**config.mk**
```make
export PLATFORM = sky130hd
export DESIGN_NAME = limit_switch_monitor_flat
export DESIGN_NICKNAME = d
export VERILOG_FILES = /design/src/rtl/lsm_pkg.sv /design/src/rtl/lsm_ifs.sv /design/src/rtl/lsm_cfg_regs.sv /design/src/rtl/lsm_in_stage.sv /design/src/rtl/lsm_core.sv /design/src/rtl/lsm_out_stage.sv /design/src/rtl/limit_switch_monitor.sv /design/src/flat_wrapper.sv
export VERILOG_INCLUDE_DIRS = /design/src /design/src/rtl
export SDC_FILE = /design/constraint.sdc
export NUM_CORES = 1
export LEC_CHECK = 0
export ABC_AREA = 0
export BUFFER_PORTS_ARGS = -buffer_cell sky130_fd_sc_hd__buf_2
export CAP_MARGIN = 30
export CORE_UTILIZATION = 45
export CTS_CLUSTER_SIZE = 24
export DETAILED_ROUTE_END_ITERATION = 8
export GPL_TIMING_DRIVEN = 0
export PLACE_DENSITY = 0.64
export REMOVE_ABC_BUFFERS = 1
export SETUP_SLACK_MARGIN = 0.02
export SLEW_MARGIN = 10
export SYNTH_ARGS = -nofsm -noshare
export SYNTH_HDL_FRONTEND = slang
export SYNTH_SLANG_ARGS = --single-unit
```
**constraint.sdc**
```tcl
create_clock -name clk -period 2.2 [get_ports clk]
set_clock_uncertainty 0.15 [all_clocks]
set_input_delay 0.33 -clock clk [delete_from_list [all_inputs] [get_ports clk]]
set_output_delay 0.33 -clock clk [all_outputs]
set_load 0.05 [all_outputs]
```
**src/rtl/limit_switch_monitor_macros.svh**
```systemverilog
// ----------------------------------------------------------------------------
// limit switch monitor assertion macros
// concurrent checks that vanish when SYNTH is defined
// ----------------------------------------------------------------------------
`ifndef LIMIT_SWITCH_MONITOR_MACROS_SVH
`define LIMIT_SWITCH_MONITOR_MACROS_SVH

`ifndef SYNTH

// same-cycle implication
`define LSM_ASSERT_IMP(lbl, clk, rst_n, ante, cons, msg) \
  lbl: assert property (@(posedge clk) disable iff (!rst_n) (ante) |-> (cons)) \
    else $error(msg);

// next-cycle implication
`define LSM_ASSERT_NXT(lbl, clk, rst_n, ante, cons, msg) \
  lbl: assert property (@(posedge clk) disable iff (!rst_n) (ante) |=> (cons)) \
    else $error(msg);

`else

`define LSM_ASSERT_IMP(lbl, clk, rst_n, ante, cons, msg)
`define LSM_ASSERT_NXT(lbl, clk, rst_n, ante, cons, msg)

`endif

`endif

```
**src/rtl/lsm_pkg.sv**
```systemverilog
// ----------------------------------------------------------------------------
// lsm_pkg
// shared types, switch bit positions and helpers of the limit switch monitor
// ----------------------------------------------------------------------------
package lsm_pkg;

  // switch vector and field widths
  localparam int unsigned SwW          = 13;
  localparam int unsigned SwIdxW       = 4;
  localparam int unsigned ZCntW        = 3;
  localparam int unsigned AxisW        = 3;
  localparam int unsigned CfgIdxW      = 3;
  localparam int unsigned CfgDataW     = 13;
  localparam int unsigned MaxZSwitches = 4;

  // switch bit positions
  localparam int unsigned BitXMin     = 0;
  localparam int unsigned BitYMin     = 1;
  localparam int unsigned BitZMin     = 2;
  localparam int unsigned BitProbe    = 3;
  localparam int unsigned BitXMax     = 4;
  localparam int unsigned BitYMax     = 5;
  localparam int unsigned BitZMax     = 6;
  localparam int unsigned BitGangBase = 5;

  // stop_axes bit positions
  localparam int unsigned AxisX = 0;
  localparam int unsigned AxisY = 1;
  localparam int unsigned AxisZ = 2;

  // register reset values
  localparam logic [SwW-1:0]   PolarityReset = 13'h0000;
  localparam logic [SwW-1:0]   FittedReset   = 13'h007f;
  localparam logic [ZCntW-1:0] ZCountReset   = 3'd1;

  // configuration register indexes
  typedef enum logic [CfgIdxW-1:0] {
    CfgPolarity  = 3'd0,
    CfgFitted    = 3'd1,
    CfgZCount    = 3'd2,
    CfgProbeZmin = 3'd3,
    CfgG38       = 3'd4
  } cfg_idx_t;

  typedef struct packed {
    logic [SwW-1:0]   polarity;
    logic [SwW-1:0]   fitted;
    logic [ZCntW-1:0] z_count;
    logic             probe_zmin;
    logic             g38;
  } cfg_t;

  typedef struct packed {
    logic [SwW-1:0] pin_levels;
    logic           x_moving;
    logic           y_moving;
    logic           z_moving;
    logic           x_toward_min;
    logic           y_toward_min;
    logic           z_toward_min;
    logic           homing_active;
    logic           probe_move;
    logic           probe_enabled;
    logic           clear_hits;
  } in_item_t;

  typedef struct packed {
    logic [AxisW-1:0] stop_axes;
    logic             kill_move;
    logic [SwW-1:0]   hit_record;
    logic             probe_hit;
  } result_t;

  // switch of ganged z unit k (1..3) at the min or max end
  function automatic logic [SwIdxW-1:0] gang_bit(input int unsigned k, input logic zneg);
    gang_bit = SwIdxW'(BitGangBase + 2 * k + (zneg ? 0 : 1));
  endfunction

  // pattern meaning all n ganged switches agree
  function automatic logic [MaxZSwitches-1:0] z_agree_mask(input logic [ZCntW-1:0] n);
    unique case (n)
      3'd2:    z_agree_mask = 4'h3;
      3'd3:    z_agree_mask = 4'h7;
      3'd4:    z_agree_mask = 4'hf;
      default: z_agree_mask = 4'h1;
    endcase
  endfunction

endpackage

```
**src/rtl/lsm_ifs.sv**
```systemverilog
// ----------------------------------------------------------------------------
// limit switch monitor channels
// valid/ready request, result and register write interfaces
// ----------------------------------------------------------------------------

// tick request channel
interface lsm_in_if;
  logic                      valid;
  logic                      ready;
  logic [lsm_pkg::SwW-1:0]   pin_levels;
  logic                      x_moving;
  logic                      y_moving;
  logic                      z_moving;
  logic                      x_toward_min;
  logic                      y_toward_min;
  logic                      z_toward_min;
  logic                      homing_active;
  logic                      probe_move;
  logic                      probe_enabled;
  logic                      clear_hits;

  modport source (
    output valid, pin_levels, x_moving, y_moving, z_moving, x_toward_min,
           y_toward_min, z_toward_min, homing_active, probe_move, probe_enabled,
           clear_hits,
    input  ready
  );
  modport sink (
    input  valid, pin_levels, x_moving, y_moving, z_moving, x_toward_min,
           y_toward_min, z_toward_min, homing_active, probe_move, probe_enabled,
           clear_hits,
    output ready
  );
endinterface

// result channel
interface lsm_out_if;
  logic                      valid;
  logic                      ready;
  logic [lsm_pkg::AxisW-1:0] stop_axes;
  logic                      kill_move;
  logic [lsm_pkg::SwW-1:0]   hit_record;
  logic                      probe_hit;

  modport source (output valid, stop_axes, kill_move, hit_record, probe_hit, input ready);
  modport sink   (input valid, stop_axes, kill_move, hit_record, probe_hit, output ready);
endinterface

// register write channel
interface lsm_cfg_if;
  logic                         valid;
  logic                         ready;
  logic [lsm_pkg::CfgIdxW-1:0]  index;
  logic [lsm_pkg::CfgDataW-1:0] data;

  modport source (output valid, index, data, input ready);
  modport sink   (input valid, index, data, output ready);
endinterface

```
**src/rtl/lsm_cfg_regs.sv**
```systemverilog
// ----------------------------------------------------------------------------
// lsm_cfg_regs
// configuration registers written through the register channel
// ----------------------------------------------------------------------------
module lsm_cfg_regs (
  input  logic          clk,
  input  logic          rst_n,
  lsm_cfg_if.sink       cfg_if,
  output lsm_pkg::cfg_t cfg
);
  import lsm_pkg::*;

  cfg_t cfg_r;
  logic wr_en;

  // writes are always taken
  assign cfg_if.ready = 1'b1;
  assign wr_en        = cfg_if.valid && cfg_if.ready;
  assign cfg          = cfg_r;

  // register file, unknown indexes ignored
  always_ff @(posedge clk) begin
    if (!rst_n) begin
      cfg_r.polarity   <= PolarityReset;
      cfg_r.fitted     <= FittedReset;
      cfg_r.z_count    <= ZCountReset;
      cfg_r.probe_zmin <= 1'b0;
      cfg_r.g38        <= 1'b0;
    end else if (wr_en) begin
      unique case (cfg_idx_t'(cfg_if.index))
        CfgPolarity:  cfg_r.polarity   <= cfg_if.data[SwW-1:0];
        CfgFitted:    cfg_r.fitted     <= cfg_if.data[SwW-1:0];
        CfgZCount:    cfg_r.z_count    <= cfg_if.data[ZCntW-1:0];
        CfgProbeZmin: cfg_r.probe_zmin <= cfg_if.data[0];
        CfgG38:       cfg_r.g38        <= cfg_if.data[0];
        default: begin
        end
      endcase
    end
  end

endmodule

```
**src/rtl/lsm_in_stage.sv**
```systemverilog
// ----------------------------------------------------------------------------
// lsm_in_stage
// input register holding one tick request for evaluation
// ----------------------------------------------------------------------------
module lsm_in_stage (
  input  logic              clk,
  input  logic              rst_n,
  lsm_in_if.sink            in_if,
  input  logic              advance,
  output logic              item_valid,
  output lsm_pkg::in_item_t item
);
  import lsm_pkg::*;

  logic     valid_r;
  in_item_t item_r;
  logic     accept;

  // free slot or the held request moves on this cycle
  assign in_if.ready = !valid_r || advance;
  assign accept      = in_if.valid && in_if.ready;
  assign item_valid  = valid_r;
  assign item        = item_r;

  // occupancy
  always_ff @(posedge clk) begin
    if (!rst_n) begin
      valid_r <= 1'b0;
    end else if (accept) begin
      valid_r <= 1'b1;
    end else if (advance) begin
      valid_r <= 1'b0;
    end
  end

  // payload capture
  always_ff @(posedge clk) begin
    if (accept) begin
      item_r.pin_levels    <= in_if.pin_levels;
      item_r.x_moving      <= in_if.x_moving;
      item_r.y_moving      <= in_if.y_moving;
      item_r.z_moving      <= in_if.z_moving;
      item_r.x_toward_min  <= in_if.x_toward_min;
      item_r.y_toward_min  <= in_if.y_toward_min;
      item_r.z_toward_min  <= in_if.z_toward_min;
      item_r.homing_active <= in_if.homing_active;
      item_r.probe_move    <= in_if.probe_move;
      item_r.probe_enabled <= in_if.probe_enabled;
      item_r.clear_hits    <= in_if.clear_hits;
    end
  end

endmodule

```
**src/rtl/lsm_core.sv**
```systemverilog
// ----------------------------------------------------------------------------
// lsm_core
// switch sampling, debounce, stop and kill decisions and sticky hit record
// ----------------------------------------------------------------------------
`include "limit_switch_monitor_macros.svh"

module lsm_core (
  input  logic              clk,
  input  logic              rst_n,
  input  logic              advance,
  input  lsm_pkg::in_item_t item,
  input  lsm_pkg::cfg_t     cfg,
  output lsm_pkg::result_t  res_nxt
);
  import lsm_pkg::*;

  // the previous sample always equals the last stored sample, so one
  // register serves as both current and previous sample
  logic [SwW-1:0]          smp_r;
  logic [SwW-1:0]          hits_r;

  logic [SwW-1:0]          act;
  logic [SwW-1:0]          take_m;
  logic [SwW-1:0]          copy_m;
  logic [SwW-1:0]          smp_nxt;
  logic [SwW-1:0]          trig;
  logic [SwW-1:0]          hits_nxt;
  logic [ZCntW-1:0]        zn;
  logic [SwIdxW-1:0]       bx;
  logic [SwIdxW-1:0]       by;
  logic [SwIdxW-1:0]       bz;
  logic                    g38_chk;
  logic                    z_main_ok;
  logic                    z_gang;
  logic                    z_single;
  logic                    zp_chk;
  logic [MaxZSwitches-1:0] ztest;
  logic [AxisW-1:0]        stop;
  logic                    kill;
  logic                    phit;

  // active levels, clamped z count and the switch each axis heads for
  always_comb begin
    act = item.pin_levels ^ cfg.polarity;
    if (cfg.z_count == '0) begin
      zn = ZCntW'(1);
    end else if (cfg.z_count > ZCntW'(MaxZSwitches)) begin
      zn = ZCntW'(MaxZSwitches);
    end else begin
      zn = cfg.z_count;
    end
    bx = item.x_toward_min ? SwIdxW'(BitXMin) : SwIdxW'(BitXMax);
    by = item.y_toward_min ? SwIdxW'(BitYMin) : SwIdxW'(BitYMax);
    bz = item.z_toward_min ? SwIdxW'(BitZMin) : SwIdxW'(BitZMax);
  end

  // which checks run this tick
  always_comb begin
    g38_chk   = cfg.g38 && item.probe_move && !cfg.probe_zmin && cfg.fitted[BitProbe];
    z_main_ok = item.z_moving && cfg.fitted[bz];
    z_gang    = z_main_ok && (zn >= ZCntW'(2));
    z_single  = z_main_ok && !z_gang
                && !(item.z_toward_min && cfg.probe_zmin && !item.probe_enabled);
    zp_chk    = item.z_moving && item.z_toward_min && !cfg.probe_zmin
                && cfg.fitted[BitProbe] && item.probe_enabled;
  end

  // switches sampled and ganged switches copied from the main z switch
  always_comb begin
    take_m = '0;
    copy_m = '0;
    if (g38_chk || zp_chk) begin
      take_m[BitProbe] = 1'b1;
    end
    if (item.x_moving && cfg.fitted[bx]) begin
      take_m[bx] = 1'b1;
    end
    if (item.y_moving && cfg.fitted[by]) begin
      take_m[by] = 1'b1;
    end
    if (z_gang || z_single) begin
      take_m[bz] = 1'b1;
    end
    for (int unsigned k = 1; k < MaxZSwitches; k++) begin
      if (z_gang && (k < int'(zn))) begin
        if (cfg.fitted[gang_bit(k, item.z_toward_min)]) begin
          take_m[gang_bit(k, item.z_toward_min)] = 1'b1;
        end else begin
          copy_m[gang_bit(k, item.z_toward_min)] = 1'b1;
        end
      end
    end
  end

  // new sample and two-sample trigger
  assign smp_nxt = (smp_r & ~(take_m | copy_m)) | (act & take_m)
                   | ({SwW{act[bz]}} & copy_m);
  assign trig    = smp_nxt & smp_r;

  // ganged z trigger pattern, bit 0 is the main switch
  always_comb begin
    ztest    = '0;
    ztest[0] = trig[bz];
    for (int unsigned k = 1; k < MaxZSwitches; k++) begin
      if (k < int'(zn)) begin
        ztest[k] = trig[gang_bit(k, item.z_toward_min)];
      end
    end
  end

  // stop, kill and hit record
  always_comb begin
    hits_nxt = item.clear_hits ? '0 : hits_r;
    stop     = '0;
    kill     = 1'b0;
    phit     = g38_chk && trig[BitProbe];
    // probe move stops the first moving axis
    if (phit) begin
      priority if (item.x_moving) begin
        hits_nxt[BitXMin] = 1'b1;
        stop[AxisX]       = 1'b1;
      end else if (item.y_moving) begin
        hits_nxt[BitYMin] = 1'b1;
        stop[AxisY]       = 1'b1;
      end else if (item.z_moving) begin
        hits_nxt[BitZMin] = 1'b1;
        stop[AxisZ]       = 1'b1;
      end else begin
        // no axis moving: only probe_hit is flagged
      end
    end
    if (item.x_moving && cfg.fitted[bx] && trig[bx]) begin
      hits_nxt[bx] = 1'b1;
      stop[AxisX]  = 1'b1;
    end
    if (item.y_moving && cfg.fitted[by] && trig[by]) begin
      hits_nxt[by] = 1'b1;
      stop[AxisY]  = 1'b1;
    end
    // ganged z: kill unless homing with switches in disagreement
    if (z_gang && (ztest != '0)) begin
      hits_nxt[BitZMin] = 1'b1;
      if (!item.homing_active || (ztest == z_agree_mask(zn))) begin
        kill = 1'b1;
      end
    end
    if (z_single && trig[bz]) begin
      hits_nxt[bz] = 1'b1;
      stop[AxisZ]  = 1'b1;
    end
    // probe on the way down
    if (zp_chk && trig[BitProbe]) begin
      hits_nxt[BitProbe] = 1'b1;
      stop[AxisZ]        = 1'b1;
    end
  end

  assign res_nxt.stop_axes  = stop;
  assign res_nxt.kill_move  = kill;
  assign res_nxt.hit_record = hits_nxt;
  assign res_nxt.probe_hit  = phit;

  // sample and hit state, updated once per tick
  always_ff @(posedge clk) begin
    if (!rst_n) begin
      smp_r  <= '0;
      hits_r <= '0;
    end else if (advance) begin
      smp_r  <= smp_nxt;
      hits_r <= hits_nxt;
    end
  end

  `LSM_ASSERT_IMP(a_kill_records_z, clk, rst_n, advance && kill, hits_nxt[BitZMin],
                  "kill without z hit")
  `LSM_ASSERT_IMP(a_stop_records_hit, clk, rst_n, advance && (stop != '0), hits_nxt != '0,
                  "stop without hit")
  `LSM_ASSERT_NXT(a_hits_sticky, clk, rst_n, advance && !item.clear_hits,
                  (hits_r & $past(hits_r)) == $past(hits_r), "hit record lost a bit")

endmodule

```
**src/rtl/lsm_out_stage.sv**
```systemverilog
// ----------------------------------------------------------------------------
// lsm_out_stage
// result register driving the result channel
// ----------------------------------------------------------------------------
module lsm_out_stage (
  input  logic             clk,
  input  logic             rst_n,
  input  logic             advance,
  input  lsm_pkg::result_t res_nxt,
  output logic             room,
  lsm_out_if.source        out_if
);
  import lsm_pkg::*;

  logic    valid_r;
  result_t res_r;

  // empty, or the held result leaves this cycle
  assign room              = !valid_r || out_if.ready;
  assign out_if.valid      = valid_r;
  assign out_if.stop_axes  = res_r.stop_axes;
  assign out_if.kill_move  = res_r.kill_move;
  assign out_if.hit_record = res_r.hit_record;
  assign out_if.probe_hit  = res_r.probe_hit;

  // occupancy
  always_ff @(posedge clk) begin
    if (!rst_n) begin
      valid_r <= 1'b0;
    end else if (advance) begin
      valid_r <= 1'b1;
    end else if (out_if.ready) begin
      valid_r <= 1'b0;
    end
  end

  // result capture
  always_ff @(posedge clk) begin
    if (advance) begin
      res_r <= res_nxt;
    end
  end

endmodule

```
**src/rtl/limit_switch_monitor.sv**
```systemverilog
// ----------------------------------------------------------------------------
// limit_switch_monitor
// per-tick end stop check: debounced switches stop axes, ganged z kills moves
// ----------------------------------------------------------------------------
//   channel  direction  handshake      payload
//   in_if    in         valid/ready    pin levels, motion flags, clear_hits
//   out_if   out        valid/ready    stop_axes, kill_move, hit_record, probe_hit
//   cfg_if   in         valid/ready    index, data (ready always high)
//
// one tick request per cycle unless out_if stalls; each request passes through
// the input register and then the result register
// reset clears samples, hit record, stage valids and loads register defaults
// a stalled result holds; the input register still takes one more request
// ----------------------------------------------------------------------------
`include "limit_switch_monitor_macros.svh"

module limit_switch_monitor (
  input  logic      clk,
  input  logic      rst_n,
  lsm_in_if.sink    in_if,
  lsm_out_if.source out_if,
  lsm_cfg_if.sink   cfg_if
);
  import lsm_pkg::*;

  cfg_t     cfg;
  in_item_t item;
  result_t  res_nxt;
  logic     item_valid;
  logic     room;
  logic     advance;

  // request moves from input register to result register
  assign advance = item_valid && room;

  lsm_cfg_regs u_cfg (
    .clk    (clk),
    .rst_n  (rst_n),
    .cfg_if (cfg_if),
    .cfg    (cfg)
  );

  lsm_in_stage u_in (
    .clk        (clk),
    .rst_n      (rst_n),
    .in_if      (in_if),
    .advance    (advance),
    .item_valid (item_valid),
    .item       (item)
  );

  lsm_core u_core (
    .clk     (clk),
    .rst_n   (rst_n),
    .advance (advance),
    .item    (item),
    .cfg     (cfg),
    .res_nxt (res_nxt)
  );

  lsm_out_stage u_out (
    .clk     (clk),
    .rst_n   (rst_n),
    .advance (advance),
    .res_nxt (res_nxt),
    .room    (room),
    .out_if  (out_if)
  );

  `LSM_ASSERT_IMP(a_flow_when_empty, clk, rst_n, item_valid && !out_if.valid, advance,
                  "request stuck with empty result register")
  `LSM_ASSERT_NXT(a_result_kept, clk, rst_n, out_if.valid && !out_if.ready, out_if.valid,
                  "stalled result dropped")

endmodule
```
**src/flat_wrapper.sv**
```systemverilog
// flat-port wrapper written by rule: the top's interface ports become plain ports
module limit_switch_monitor_flat import lsm_pkg::*;
  (clk, rst_n, in_if_valid, in_if_pin_levels, in_if_x_moving, in_if_y_moving, in_if_z_moving, in_if_x_toward_min, in_if_y_toward_min, in_if_z_toward_min, in_if_homing_active, in_if_probe_move, in_if_probe_enabled, in_if_clear_hits, in_if_ready, out_if_valid, out_if_stop_axes, out_if_kill_move, out_if_hit_record, out_if_probe_hit, out_if_ready, cfg_if_valid, cfg_if_index, cfg_if_data, cfg_if_ready);
  lsm_in_if in_if_i ();
  lsm_out_if out_if_i ();
  lsm_cfg_if cfg_if_i ();
  input  logic clk;
  input  logic rst_n;
  input wire logic [$bits(in_if_i.valid)-1:0] in_if_valid;
  input wire logic [$bits(in_if_i.pin_levels)-1:0] in_if_pin_levels;
  input wire logic [$bits(in_if_i.x_moving)-1:0] in_if_x_moving;
  input wire logic [$bits(in_if_i.y_moving)-1:0] in_if_y_moving;
  input wire logic [$bits(in_if_i.z_moving)-1:0] in_if_z_moving;
  input wire logic [$bits(in_if_i.x_toward_min)-1:0] in_if_x_toward_min;
  input wire logic [$bits(in_if_i.y_toward_min)-1:0] in_if_y_toward_min;
  input wire logic [$bits(in_if_i.z_toward_min)-1:0] in_if_z_toward_min;
  input wire logic [$bits(in_if_i.homing_active)-1:0] in_if_homing_active;
  input wire logic [$bits(in_if_i.probe_move)-1:0] in_if_probe_move;
  input wire logic [$bits(in_if_i.probe_enabled)-1:0] in_if_probe_enabled;
  input wire logic [$bits(in_if_i.clear_hits)-1:0] in_if_clear_hits;
  output wire logic [$bits(in_if_i.ready)-1:0] in_if_ready;
  output wire logic [$bits(out_if_i.valid)-1:0] out_if_valid;
  output wire logic [$bits(out_if_i.stop_axes)-1:0] out_if_stop_axes;
  output wire logic [$bits(out_if_i.kill_move)-1:0] out_if_kill_move;
  output wire logic [$bits(out_if_i.hit_record)-1:0] out_if_hit_record;
  output wire logic [$bits(out_if_i.probe_hit)-1:0] out_if_probe_hit;
  input wire logic [$bits(out_if_i.ready)-1:0] out_if_ready;
  input wire logic [$bits(cfg_if_i.valid)-1:0] cfg_if_valid;
  input wire logic [$bits(cfg_if_i.index)-1:0] cfg_if_index;
  input wire logic [$bits(cfg_if_i.data)-1:0] cfg_if_data;
  output wire logic [$bits(cfg_if_i.ready)-1:0] cfg_if_ready;
  assign in_if_i.valid = in_if_valid;
  assign in_if_i.pin_levels = in_if_pin_levels;
  assign in_if_i.x_moving = in_if_x_moving;
  assign in_if_i.y_moving = in_if_y_moving;
  assign in_if_i.z_moving = in_if_z_moving;
  assign in_if_i.x_toward_min = in_if_x_toward_min;
  assign in_if_i.y_toward_min = in_if_y_toward_min;
  assign in_if_i.z_toward_min = in_if_z_toward_min;
  assign in_if_i.homing_active = in_if_homing_active;
  assign in_if_i.probe_move = in_if_probe_move;
  assign in_if_i.probe_enabled = in_if_probe_enabled;
  assign in_if_i.clear_hits = in_if_clear_hits;
  assign in_if_ready = in_if_i.ready;
  assign out_if_valid = out_if_i.valid;
  assign out_if_stop_axes = out_if_i.stop_axes;
  assign out_if_kill_move = out_if_i.kill_move;
  assign out_if_hit_record = out_if_i.hit_record;
  assign out_if_probe_hit = out_if_i.probe_hit;
  assign out_if_i.ready = out_if_ready;
  assign cfg_if_i.valid = cfg_if_valid;
  assign cfg_if_i.index = cfg_if_index;
  assign cfg_if_i.data = cfg_if_data;
  assign cfg_if_ready = cfg_if_i.ready;
  limit_switch_monitor u_core (.clk(clk), .rst_n(rst_n), .in_if(in_if_i), .out_if(out_if_i), .cfg_if(cfg_if_i));
endmodule
```
After elaboration in Yosys (flattened, before gate mapping)

Index checks and enable logic that the tools add are counted.

Word-level logic and storage cells: 217
Memories kept: 0
Memory bits (writable): 0
Register bits after elaboration: 100
Input port bits: 44
Latch bits: 0
Memory bits (read-only): 0

Bitwise operators: 20
Mux-type cells: 88
Div/mod/pow operators: 0
Magnitude comparators: 17
Add/sub/neg operators: 3
$mul: 0
Equal/unequal tests: 8
Reductions and logical operators: 55
Shifts and indexed selects: 0

Operators by type and width:

| operator            | number |
|---|---|
| $mux 13             | 19 |
| $or 13x13->13       | 13 |
| $and 13x13->13      | 4 |
| $bmux 1 s4          | 13 |
| $mux 1              | 39 |
| $logic_and 1x1->1   | 32 |
| $demux 1 s4         | 6 |
| $mux 3              | 7 |
| $lt 3x5->1 const B  | 3 |
| $lt 4x5->1 const B  | 3 |
| $not 13->13         | 1 |
| $or 4x13->13        | 1 |
| $xor 13x13->13      | 1 |
| $eq 3x2->1 const B  | 4 |
| $ge 4x1->1 const B  | 3 |
| $pmux 4 s3          | 1 |
| $reduce_and 2->1    | 5 |
| $ge 3x1->1 const B  | 3 |
| $logic_not 1->1     | 7 |
| $eq 3x3->1 const B  | 2 |
| $logic_not 3->1     | 2 |
| $lt 2x3->1 const A  | 2 |
| $logic_or 1x1->1    | 5 |
| $add 3x4->4 const A | 1 |
| other kinds (12)    | 14 |

Longest topological paths before layout

Gate-level depths: netlist (run 1).

Word-level depth: 37
Mapped depth: 9
Depth with buffers taken out: 7

Cells and area by module

A second synthesis (run 1) with hierarchy kept.

Cells, all modules: 399
Area, all modules: 4393.0 sq um

By module, submodules not included:

| module               | area an instance (sq um) | seq. area each (sq um) | cells an instance | times used |
|---|---|---|---|---|
| lsm_core             | 1744.2                   | 520.5                  | 219               | 1 |
| lsm_cfg_regs         | 1305.0                   | 620.6                  | 129               | 1 |
| lsm_in_stage         | 748.2                    | 710.7                  | 28                | 1 |
| lsm_out_stage        | 589.3                    | 560.5                  | 22                | 1 |
| limit_switch_monitor | 6.3                      | 0.0                    | 1                 | 1 |

Worst setup path after synthesis (run 1)

No wires, ideal clock.

Kind: reg2reg
Start: register u_core.u_out.valid_r, in the netlist u_core.u_out.out_if.valid
End: register u_core.u_core.hits_r[6]
Buffers on the path: 1
Stages on the path, launching flop included: 8
Clock period less this slack: 2377 ps
Data arrival time: 2162 ps
Setup slack: -177 ps
Cells stage by stage: dfxtp_1 -> nor2b_1 -> nand2b_1 -> clkinv_1 -> nand2_1 -> clkbuf_1 -> a21oi_1 -> nor2_1

Longest elaborated chain between the ends: 3

RTL lines:

| element                | RTL line                   | RTL |
|---|---|---|
| start, declared        | lsm_out_stage.sv:15        | `logic valid_r;` |
| start signal, assigned | lsm_out_stage.sv:29        | `valid_r <= 1'b0;` |
| start signal, assigned | lsm_out_stage.sv:31        | `valid_r <= 1'b1;` |
| start signal, assigned | lsm_out_stage.sv:33        | `valid_r <= 1'b0;` |
| $logic_not 1->1        | lsm_out_stage.sv:19        | `assign room = !valid_r \|\| out_if.ready;` |
| $logic_or 1x1->1       | lsm_out_stage.sv:19        |  |
| $logic_and 1x1->1      | limit_switch_monitor.sv:34 | `assign advance = item_valid && room;` |
| net u_core.advance     | limit_switch_monitor.sv:31 | `logic advance;` |
| end signal, assigned   | lsm_core.sv:170            | `hits_r <= hits_nxt;` |
| end, declared          | lsm_core.sv:20             | `logic [SwW-1:0] hits_r;` |

The timed path passes the listed nets, and every way through them passes these cells.
A chain may end at the register's enable or synchronous reset.

==> run metrics, run 1 <==
CTS tree=built; total grt overflow=0; asr flop ratio synth=0%; Total Routing Usage GR=between 20 and 25%; HPWL after DPL=5.94 mm; total power=0.00365 W; routed vias/inst=5.19; RSZ-0062 raised after global routing=true; initial core utilization=46.5%; period utilization=101%; I/O Buffers=63; Min-Delay Path Class=in2reg; final setup violation count=1; most frequent cell after synthesis=nand2_1; # rows=34; final antenna-violating net count=0; Critical Path RT=2.16 ns; Synth Warn #=0; Worst-Skew Late Latency=roughly 0.36 ns; Gate power share=9.6%; cell-internal power=about 0.0028 W; Fillers=736; Net count, final=540; crit end category=flip-flop; vias in the first global route=3093; sequential share of power=between 50 and 60%; Slew HR=56.1%; most frequent cells after synthesis=nand2_1, dfxtp_1, edfxtp_1, a21oi_1, nor2_1; Vias=3156; ant diodes=0; family with the most delay on the worst path=compound AO/OA/AOI/OAI gates; CP max FO=5; CP cell instances=buf_6 -> nor2_4 -> a22oi_2 -> o41ai_4 -> o2bb2ai_2 -> o211ai_1 -> o21ai_2 -> nand3_1; Cells after DPL=560; Critical Path Start=u_core.u_in.item[4]$_DFFE_PP_; Setup CP Type=reg2reg; share of the synthesized area in the top cell type=30.3%; Netlist Area Pre-Place=4060 um2; Pleak=2.01 nW; Max Freq=449 MHz; crit path buf inv count=1; sequential fraction of the synthesis area=59.4%; Pre-Repair DR Iteration Count=4; maximum number of pins on one net before global-route repair=between 40 and 50; Post-synth EDFFs=41; Final Slew Violations=0; Die ar.=approximately 9400 um2; flops & latches, synth=100; clk slew on worst S/H paths=0.09 ns; # DRC=0; crit start category=flip-flop; Worst-Margin Slew=0.658 ns; syn avg cell area=~10 um2; Synth Instances=about 400; Die Y=97.0 um; CTS Buf Count=9; power density over the cells=718 nW/um2; area leader, netlist=edfxtp_1; fin util=between 50% and 60%; fin worst setup slack=-0.0290 ns; hold_sp=in_if_clear_hits; status=finished with violations; fin crit period=about 2.2 ns; CP max stage delay=0.52 ns; slowest cell on the critical path=edfxtp_1; Max Cap Violations=0; switching portion of total power=about a quarter; Final Non-Filler Cells=608; RePlAce Congestion=~0.84; first-pass GRT wire length=between 10 and 15 mm; H-tree lvl count=3; clk root buf=clkbuf_8; Boundary Pins=65; core area=8720 um2; worst hold slack=0.0136 ns; 1st-iter DRT viols=168; Hold Vio Cnt, Final=0; Die W=~97 um; clock sink total=100; Psw=0.000896 W; Clock Path Buffers=2; Cell variety after synth=45; Peak VDD IR=approximately 0.00031 V; top cells by area, synth=edfxtp_1, dfxtp_1, nand2_1; synth-to-layout area growth=25.3%; WL final=9.14 mm; r2r startpoint=u_core.u_in.item[4]$_DFFE_PP_; Clock power frac=34.8%; WL/cell=between 15 and 20 um; Synth Flop Type=dfxtp_1; initial antenna violation count=0; failing checks=setup timing; fraction of layout cells with a size suffix above 1=23.4%; WP data arrival=2.19 ns
power groups by stage:
stage | Clock, W | Combinational [W] | Sequential, W
after floorplan | 0 | 0.000128 | 0.00212
after global placement | 0 | 0.000283 | 0.00207
after detailed placement | 0 | 0.000293 | 0.00207
after CTS | 0.00128 | 0.000347 | 0.00203
after global routing | 0.00137 | 0.000382 | 0.00204
final | 0.00127 | 0.000352 | 0.00203
layout by cell type (no fill, tap or decap), types with 2 or more instances in the layout:
cell / instances
clkinvlp_4: 2
nor2b_1: 11
nor2_1: 36
o211ai_1: 2
xor2_2: 2
o2bb2ai_1: 3
and2_1: 3
nand3b_1: 2
buf_4: 9
a21oi_1: 38
or2_2: 3
dfxtp_1: 59
o21ai_1: 2
nand2_1: 74
nand3_1: 19
mux2i_1: 16
inv_1: 5
o21ai_2: 2
edfxtp_1: 41
buf_6: 3
o21ai_0: 7
and3_1: 10
buf_2: 63
clkbuf_8: 9
dlygate4sd3_1: 21
nor3_1: 5
nand4_1: 2
a311oi_1: 3
bufinv_16: 2
xor2_1: 10
a31oi_1: 2
cell families after synthesis:
logic type | after synthesis | synth area share, %
other | 1 | 0.0924
and+or+nand+nor | 175 | 19.5
buffers and inverters | 23 | 2.44
muxes | 19 | 4.84
xor gates and xnor gates | 14 | 3.02
AOI/OAI and AO/OA | 71 | 10.7
DFF | 100 | 59.4
layout make-up:
type	count	area, um2	share of cell area (%)
Multi-Input combinational cell	280	1650	32.4
Inverter	8	38.8	0.763
Clock buffer	9	124	2.44
Clock inverter	6	87.6	1.72
Sequential cell	100	2410	47.4
Tap cell	108	135	2.66
Timing Repair Buffer	97	642	12.6
routing by layer:
layer	part of all wire (%)	vias up	track usage, %	routed length (um)
li1	-	1585	-	-
met1	46	1477	26.1	4220
met2	48	84	32.8	4400
met3	4.2	10	3.54	385
met4	1.4	0	8.38	131
met5	0	-	0	0
stage by stage:
stage	setup slack, ns	TNS, ns	area [um2]
after floorplan	-0.430	-9.52	3990
after global placement	-1.00	-31.97	4440
after detailed placement	-1.06	-27.99	4460
after CTS	-0.0252	-0.0252	5030
after global routing	-0.111	-0.248	5090
final	-0.0290	-0.0290	5090
final timing paths:
check,slack (ns),cells after the start,to
worst max-delay path,-0.03,8,u_core.u_out.out_if.hit_record[2]$_DFFE_PP_
worst min-delay path,0.01,1,u_core.u_in.item[0]$_DFFE_PP_
worst max register to register,-0.03,8,u_core.u_out.out_if.hit_record[2]$_DFFE_PP_
worst min register to register,0.32,2,u_core.u_cfg.cfg[14]$_SDFFE_PN0P_
sequential cells by signal (all words and copies together), names as in the netlist:
name                            cells
u_core.u_core.hits_r               13
u_core.u_out.out_if.hit_record     13
u_core.u_out.out_if.kill_move       1
u_core.u_out.out_if.valid           1
u_core.u_in.item_valid              1
u_core.u_out.out_if.stop_axes       3
u_core.u_in.item                   23
u_core.u_core.smp_r                13
u_core.u_out.out_if.probe_hit       1
u_core.u_cfg.cfg                   31
repair_timing:
| action | CTS | global route |
|---|---|---|
| setup endpoints to repair | 39 | 6 |
| pin swaps | 6 | 2 |
| resized for setup | 19 | 7 |
| endpoints found under the hold margin | 21 | 0 |
| hold buffers | 21 | 0 |
| setup buffers | 10 | 1 |
No activity file was read; power rests on OpenSTA's default activity.
==> run 2: changes to the inputs <==
==> constraint.sdc (replaced) <==
create_clock -name clk -period 2.9 [get_ports clk]
set_clock_uncertainty 0.15 [all_clocks]
set_input_delay 0.29 -clock clk [delete_from_list [all_inputs] [get_ports clk]]
set_output_delay 0.29 -clock clk [all_outputs]
set_load 0.05 [all_outputs]
==> run 2 against run 1 <==
Against the previous run: the flow now finishes without violations; sequential share of layout area is 1.7 points higher; core utilization is 2.1 points lower; highest routed layer unchanged; clock power is 25% lower; register-to-register slack better by 0.27 ns; cell area is 3.5% lower; cell count is 1.5% lower; total power is 25% lower; non-clock buffer count is 9 lower; count of clock-buffer cells in the layout stayed put.
==> run metrics, run 2 (synthesis gave the netlist of run 1 again) <==
Hold Path Depth=3; worst reg2reg endpoint=u_core.u_out.out_if.hit_record[2]$_DFFE_PP_; Die ar.=9400 um2; core area=about 8700 um2; setup tns final=0 ns; Vias=roughly 3100; Final Slew Violations=0; Worst-Skew Late Latency=~0.37 ns; RSZ-0062 raised after global routing=false; Boundary Pins=65; CTS tree=built; number of cells on the worst reg-to-reg path=7; Critical Path RT=2.86 ns; first-pass GRT wire length=roughly 14 mm; Die W=97.0 um; clk root buf=clkbuf_8; clk slew on worst S/H paths=0.09 ns; crit start category=flip-flop; Min-Delay Path Class=in2reg; CTS Buf Count=9; max reg flops=31; Net count, final=531; WP data arrival=2.62 ns; Final Non-Filler Cells=599; hold path endpoint=u_core.u_cfg.cfg[8]$_SDFFE_PN1P_; r2r startpoint=u_core.u_in.item[4]$_DFFE_PP_; Placement Setup Slack=-0.321 ns; Worst-Margin Slew=0.664 ns; maximum number of pins on one net before global-route repair=45; RePlAce Congestion=0.836; 1st-iter DRT viols=~150; power density over the cells=around 560 nW/um2; Die Y=97.0 um; period utilization=91.8%; I/O Buffers=63; final antenna-violating net count=0; setup slack, reg-to-reg=0.24 ns; # DRC=0; final setup violation count=0; crit end category=flip-flop; WL final=between 8 and 9 mm; status=finished, final reports clean; Pleak=just under 2 nW; WL/cell=14.7 um; initial core utilization=46.5%; fin worst setup slack=~0.24 ns; Cells after DPL=560; HPWL after DPL=around 6 mm; Clock Path Buffers=2; synth-to-layout area growth=20.9%; Setup CP Type=reg2reg; commonest cells after routing, fill and taps aside=nand2_1, buf_2, dfxtp_1, edfxtp_1, a21oi_1; Pre-Repair DR Iteration Count=4; Total Routing Usage GR=19.5%; initial antenna violation count=0; Fillers=between 700 and 800; Max Cap Violations=0; fraction of layout cells with a size suffix above 1=18.3%; CP max FO=16; clock sink total=100; Slew HR=55.7%; # rows=34; hold_sp=cfg_if_data[3]; Hold Vio Cnt, Final=0; Peak VDD IR=0.000235 V; commonest non-fill, non-tap cell in the layout=nand2_1; total grt overflow=0; vias in the first global route=approximately 3000; fin crit period=2.66 ns; routed vias/inst=5.25; H-tree lvl count=3; postcts setup bufs=0; ant diodes=0; Max Freq=376 MHz
-- run 2: changes by cell type in the layout (fill, tap and decap cells not counted), sizes merged --
cell / delta
buf: -11
dlygate4sd3: +2
-- run 2: how the worst max path moves through the flow --
stage / slack [ns] / depth (start not counted) / from / end
final: 0.24 / 7 / u_core.u_in.item[4]$_DFFE_PP_ / u_core.u_out.out_if.hit_record[2]$_DFFE_PP_
after global placement: -0.26 / 7 / out_if_ready / u_core.u_core.hits_r[2]$_SDFFE_PN0P_
after detailed placement: -0.32 / 7 / out_if_ready / u_core.u_core.hits_r[2]$_SDFFE_PN0P_
after global routing: 0.06 / 7 / u_core.u_in.item[4]$_DFFE_PP_ / u_core.u_out.out_if.hit_record[2]$_DFFE_PP_
after floorplan: 0.27 / 6 / u_core.u_out.out_if.valid$_SDFFE_PN0P_ / u_core.u_core.smp_r[11]$_SDFFE_PN0P_
after CTS: 0.22 / 6 / u_core.u_out.out_if.valid$_SDFFE_PN0P_ / u_core.u_core.hits_r[2]$_SDFFE_PN0P_
-- run 2: layer usage --
| metal | up-vias | GRT usage (%) | share of wire (%) |
|---|---|---|---|
| met4 | 0 | 7.58 | 1.5 |
| li1 | 1571 | - | - |
| met5 | - | 0 | 0 |
| met3 | 12 | 4.41 | 4.3 |
| met2 | 80 | 31.4 | 47 |
| met1 | 1481 | 25.7 | 47 |
-- run 2: what timing repair did --
action                     4_1_cts  5_1_grt
setup endpoints to repair       16        0
hold buffers                    23        0
hold endpoints to repair        23        0
gates resized for setup          1        0
-- run 2: worst max-delay path: stages (launching register included) --
cell and delay [ns]:
edfxtp_1 0.73, inv_2 0.22, mux2i_1 0.31, o21ai_1 0.13, o21ai_0 0.35, o211ai_1 0.19
o21ai_2 0.22, nand3_1 0.10
-- run 2: area by class of cell --
cell class,count,area [um2],area share (%)
Sequential cell,100,2410,49.2
Multi-Input combinational cell,280,1550,31.5
Timing Repair Buffer,88,568,11.6
Tap cell,108,135,2.75
Clock buffer,9,124,2.52
Clock inverter,6,87.6,1.78
Inverter,8,32.5,0.663
-- run 2: power by group --
part           total, W  leakage, nW  switching (W)  internal [W]
registers       0.00154        0.869      0.0000306       0.00151
logic          0.000246        0.976       0.000156     0.0000893
clock network  0.000956       0.0994       0.000475      0.000481
-- run 2: per-stage QoR --
stage | area, um2 | power (W) | hold WS (ns) | utilization [%]
floorplan | 3990 | 0.00170 | 0.202 | -
global placement | 4440 | 0.00179 | 0.300 | 50.9
detailed placement | 4460 | 0.00179 | 0.302 | 51.1
CTS | 4900 | 0.00276 | 0.00208 | 56.2
global route | 4910 | 0.00286 | 0.00125 | 56.3
finish | 4910 | 0.00274 | 0.00740 | 56.3
==> run 3: changes to the inputs <==
- PLACE_DENSITY: 0.64 -> 0.63
- SYNTH_HIERARCHICAL: not set -> 1
==> run 3 against run 2 <==
Against the previous run: core utilization rose by 0.27 points; cell area rose by 7.5%; critical endpoint is now u_core/u_out/out_if.hit_record[2]$_DFFE_PP_; clock power increased by 11%; sequential power is essentially flat; cell count rose by 2.3%; sequential share of layout area decreased by 3.4 points; total power increased by 6.1%; worst hold slack improved by 0.019 ns; sequential cell count unchanged; fmax is 8.9% higher; via count decreased by 2.9%; critical path type unchanged; synthesized cell count fell by 0.99%.
==> run metrics, run 3 <==
status=finished, final reports clean; asr flop ratio synth=0%; power density over the cells=551 nW/um2; core area=just over 9000 um2; CP cell instances=mux2i_1 -> o21ai_0 -> o21ai_0 -> a31o_2 -> nand3_1; 1st-iter DRT viols=slightly below 90; cell-internal power=0.00221 W; ant diodes=0; Slew HR=37.1%; top cells by area, synth=edfxtp_1, dfxtp_1, mux2i_1; Clock Path Buffers=2; final antenna-violating net count=0; Pre-Repair DR Iteration Count=4; WL final=8.63 mm; initial core utilization=roughly 47%; Setup CP Type=reg2reg; fraction of layout cells with a size suffix above 1=about a fifth; Pleak=between 2 and 2.5 nW; CTS tree=built; synth-to-layout area growth=20.1%; Total Routing Usage GR=between 10% and 20%; cts hold-fix bufs=24; CTS Buf Count=9; total grt overflow=0; WP data arrival=2.39 ns; Worst-Margin Slew=between 0.9 and 1 ns; H-tree lvl count=3; Vias=3052; commonest cells after routing, fill and taps aside=buf_2, dfxtp_1, nand2_1, mux2i_1, edfxtp_1; Final Slew Violations=0; first-pass GRT wire length=14.0 mm; slowest cell on the critical path=edfxtp_1; cell mode on critical path=o21ai_0; fin crit period=approximately 2.4 ns; area of placed instances=4790 um2; postcts setup bufs=0; maximum number of pins on one net before global-route repair=39; RePlAce Congestion=0.851; most frequent cell after synthesis=dfxtp_1; crit path buf inv count=0; final setup violation count=0; clk root buf=clkbuf_8; Die W=101 um; Die ar.=10200 um2; fin area=between 5000 and 6000 um2; Gate power share=10.2%; RSZ-0062 raised after global routing=false; post-CTS sizing=0; Peak VDD IR=0.000274 V; Max Cap Violations=0; crit end category=flip-flop; syn avg cell area=11.0 um2; CP max FO=17; setup tns final=0 ns; clock sink total=100; flops & latches, synth=100; WL/cell=14.1 um; Cell variety after synth=61; Die Y=101 um; sequential fraction of the synthesis area=54.9%; # rows=35; crit start category=flip-flop; Min-Delay Path Class=in2reg; hold path endpoint=u_core/u_cfg/cfg[22]$_SDFFE_PN0P_; setup slack, reg-to-reg=0.46 ns; fin util=56.5%; clk slew on worst S/H paths=about 0.10 ns; number of cells on the worst reg-to-reg path=5; routed vias/inst=about 5.0; commonest non-fill, non-tap cell in the layout=buf_2; sequential share of power=53.4%; hold_sp=cfg_if_data[4]; CP max stage delay=between 0.7 and 0.8 ns; Net count, final=523; HPWL after DPL=5.74 mm; r2r startpoint=u_core/u_in/item[4]$_DFFE_PP_; area leader, netlist=edfxtp_1; Hold Path Depth=3; Fillers=roughly 820; Synth Warn #=6; max reg flops=31; Boundary Pins=between 60 and 70; Netlist Area Pre-Place=4390 um2; Synth Flop Type=dfxtp_1; share of the synthesized area in the top cell type=28.0%; family with the most delay on the worst path=flip-flops; period utilization=84.3%; Clock power frac=36.4%; Worst-Skew Late Latency=0.36 ns; switching portion of total power=roughly a quarter; most frequent cells after synthesis=dfxtp_1, nand2_1, mux2i_1, edfxtp_1, nor2b_1; Hold Vio Cnt, Final=0; Psw=0.000701 W; vias in the first global route=2988; Critical Path RT=between 2 and 3 ns; I/O Buffers=63; Post-synth EDFFs=41; worst reg2reg endpoint=u_core/u_out/out_if.hit_record[2]$_DFFE_PP_; Max Freq=409 MHz; initial antenna violation count=0; Synth Instances=399; # DRC=0
[run 3: cell types whose count changed in the layout (fill, tap and decap cells not counted), moves of 10 or more]
cell / delta
nor2_1: -26
a21oi_1: -32
nor2b_1: +18
nand2_1: -17
mux2i_1: +26
inv_1: +10
[run 3: power by group through the flow]
stage          sequential (W)  clock [W]  combinational [W]
5_1_grt               0.00156    0.00115           0.000318
3_5_place_dp          0.00159          0           0.000272
2_1_floorplan         0.00163          0           0.000121
4_1_cts               0.00155    0.00108           0.000297
6_report              0.00155    0.00106           0.000295
3_3_place_gp          0.00158          0           0.000263
[run 3: area by class of cell]
class / count / area [um2] / share of cell area [%]
flip-flops and latches: 100 / 2410 / 45.7
multi-input cells: 264 / 1810 / 34.3
well taps: 129 / 161 / 3.06
clock inverters: 7 / 120 / 2.28
repair buffers: 89 / 591 / 11.2
clock buffers: 9 / 124 / 2.35
inverters: 15 / 56.3 / 1.07
[run 3: how the worst max path moves through the flow]
stage | from | to | depth (start not counted)
finish | u_core/u_in/item[4]$_DFFE_PP_ | u_core/u_out/out_if.hit_record[2]$_DFFE_PP_ | 5
floorplan | u_core/u_out/out_if.valid$_SDFFE_PN0P_ | u_core/u_in/item[0]$_DFFE_PP_ | 4
global placement | out_if_ready | u_core/u_core/hits_r[0]$_SDFFE_PN0P_ | 7
global route | u_core/u_in/item[4]$_DFFE_PP_ | u_core/u_out/out_if.hit_record[2]$_DFFE_PP_ | 5
CTS | u_core/u_in/item[4]$_DFFE_PP_ | u_core/u_out/out_if.hit_record[2]$_DFFE_PP_ | 5
detailed placement | u_core/u_in/item[4]$_DFFE_PP_ | u_core/u_out/out_if.hit_record[2]$_DFFE_PP_ | 5
[run 3: cell families (layout without fill, tap and decap cells)]
family,count (synthesis),count (layout),synth area share (%)
AND/OR/NAND/NOR,151,151,19.2
flip-flops,100,100,54.9
AO/OA/AOI/OAI,54,54,8.69
multiplexers,44,44,10.1
buffers and inverters,35,120,3.93
XOR/XNOR,14,14,3.13
other,1,1,0.0854
[run 3: layer usage]
layer	global-route usage [%]	vias to the layer above	routed length, um
li1	-	1557	-
met1	23.0	1415	4120
met2	29.8	71	4050
met3	5.06	9	354
met4	6.47	0	102
met5	0	-	0
[run 3: worst min-delay path, delay by kind of cell]
kind | cells | cell delay [ns]
simple gates | 1 | 0.05
mux | 1 | 0.06
buf+inv | 1 | 0.10
[run 3: metrics by stage]
| stage | hold WS [ns] | total power [W] | setup slack (ns) | cells |
|---|---|---|---|---|
| CTS | 0.0118 | 0.00293 | 0.446 | 613 |
| global route | 0.0159 | 0.00303 | 0.326 | 613 |
| floorplan | 0.239 | 0.00175 | 0.355 | 379 |
| global placement | 0.304 | 0.00185 | 0.0436 | 571 |
| detailed placement | 0.311 | 0.00186 | 0.497 | 573 |
| finish | 0.0265 | 0.00291 | 0.455 | 613 |
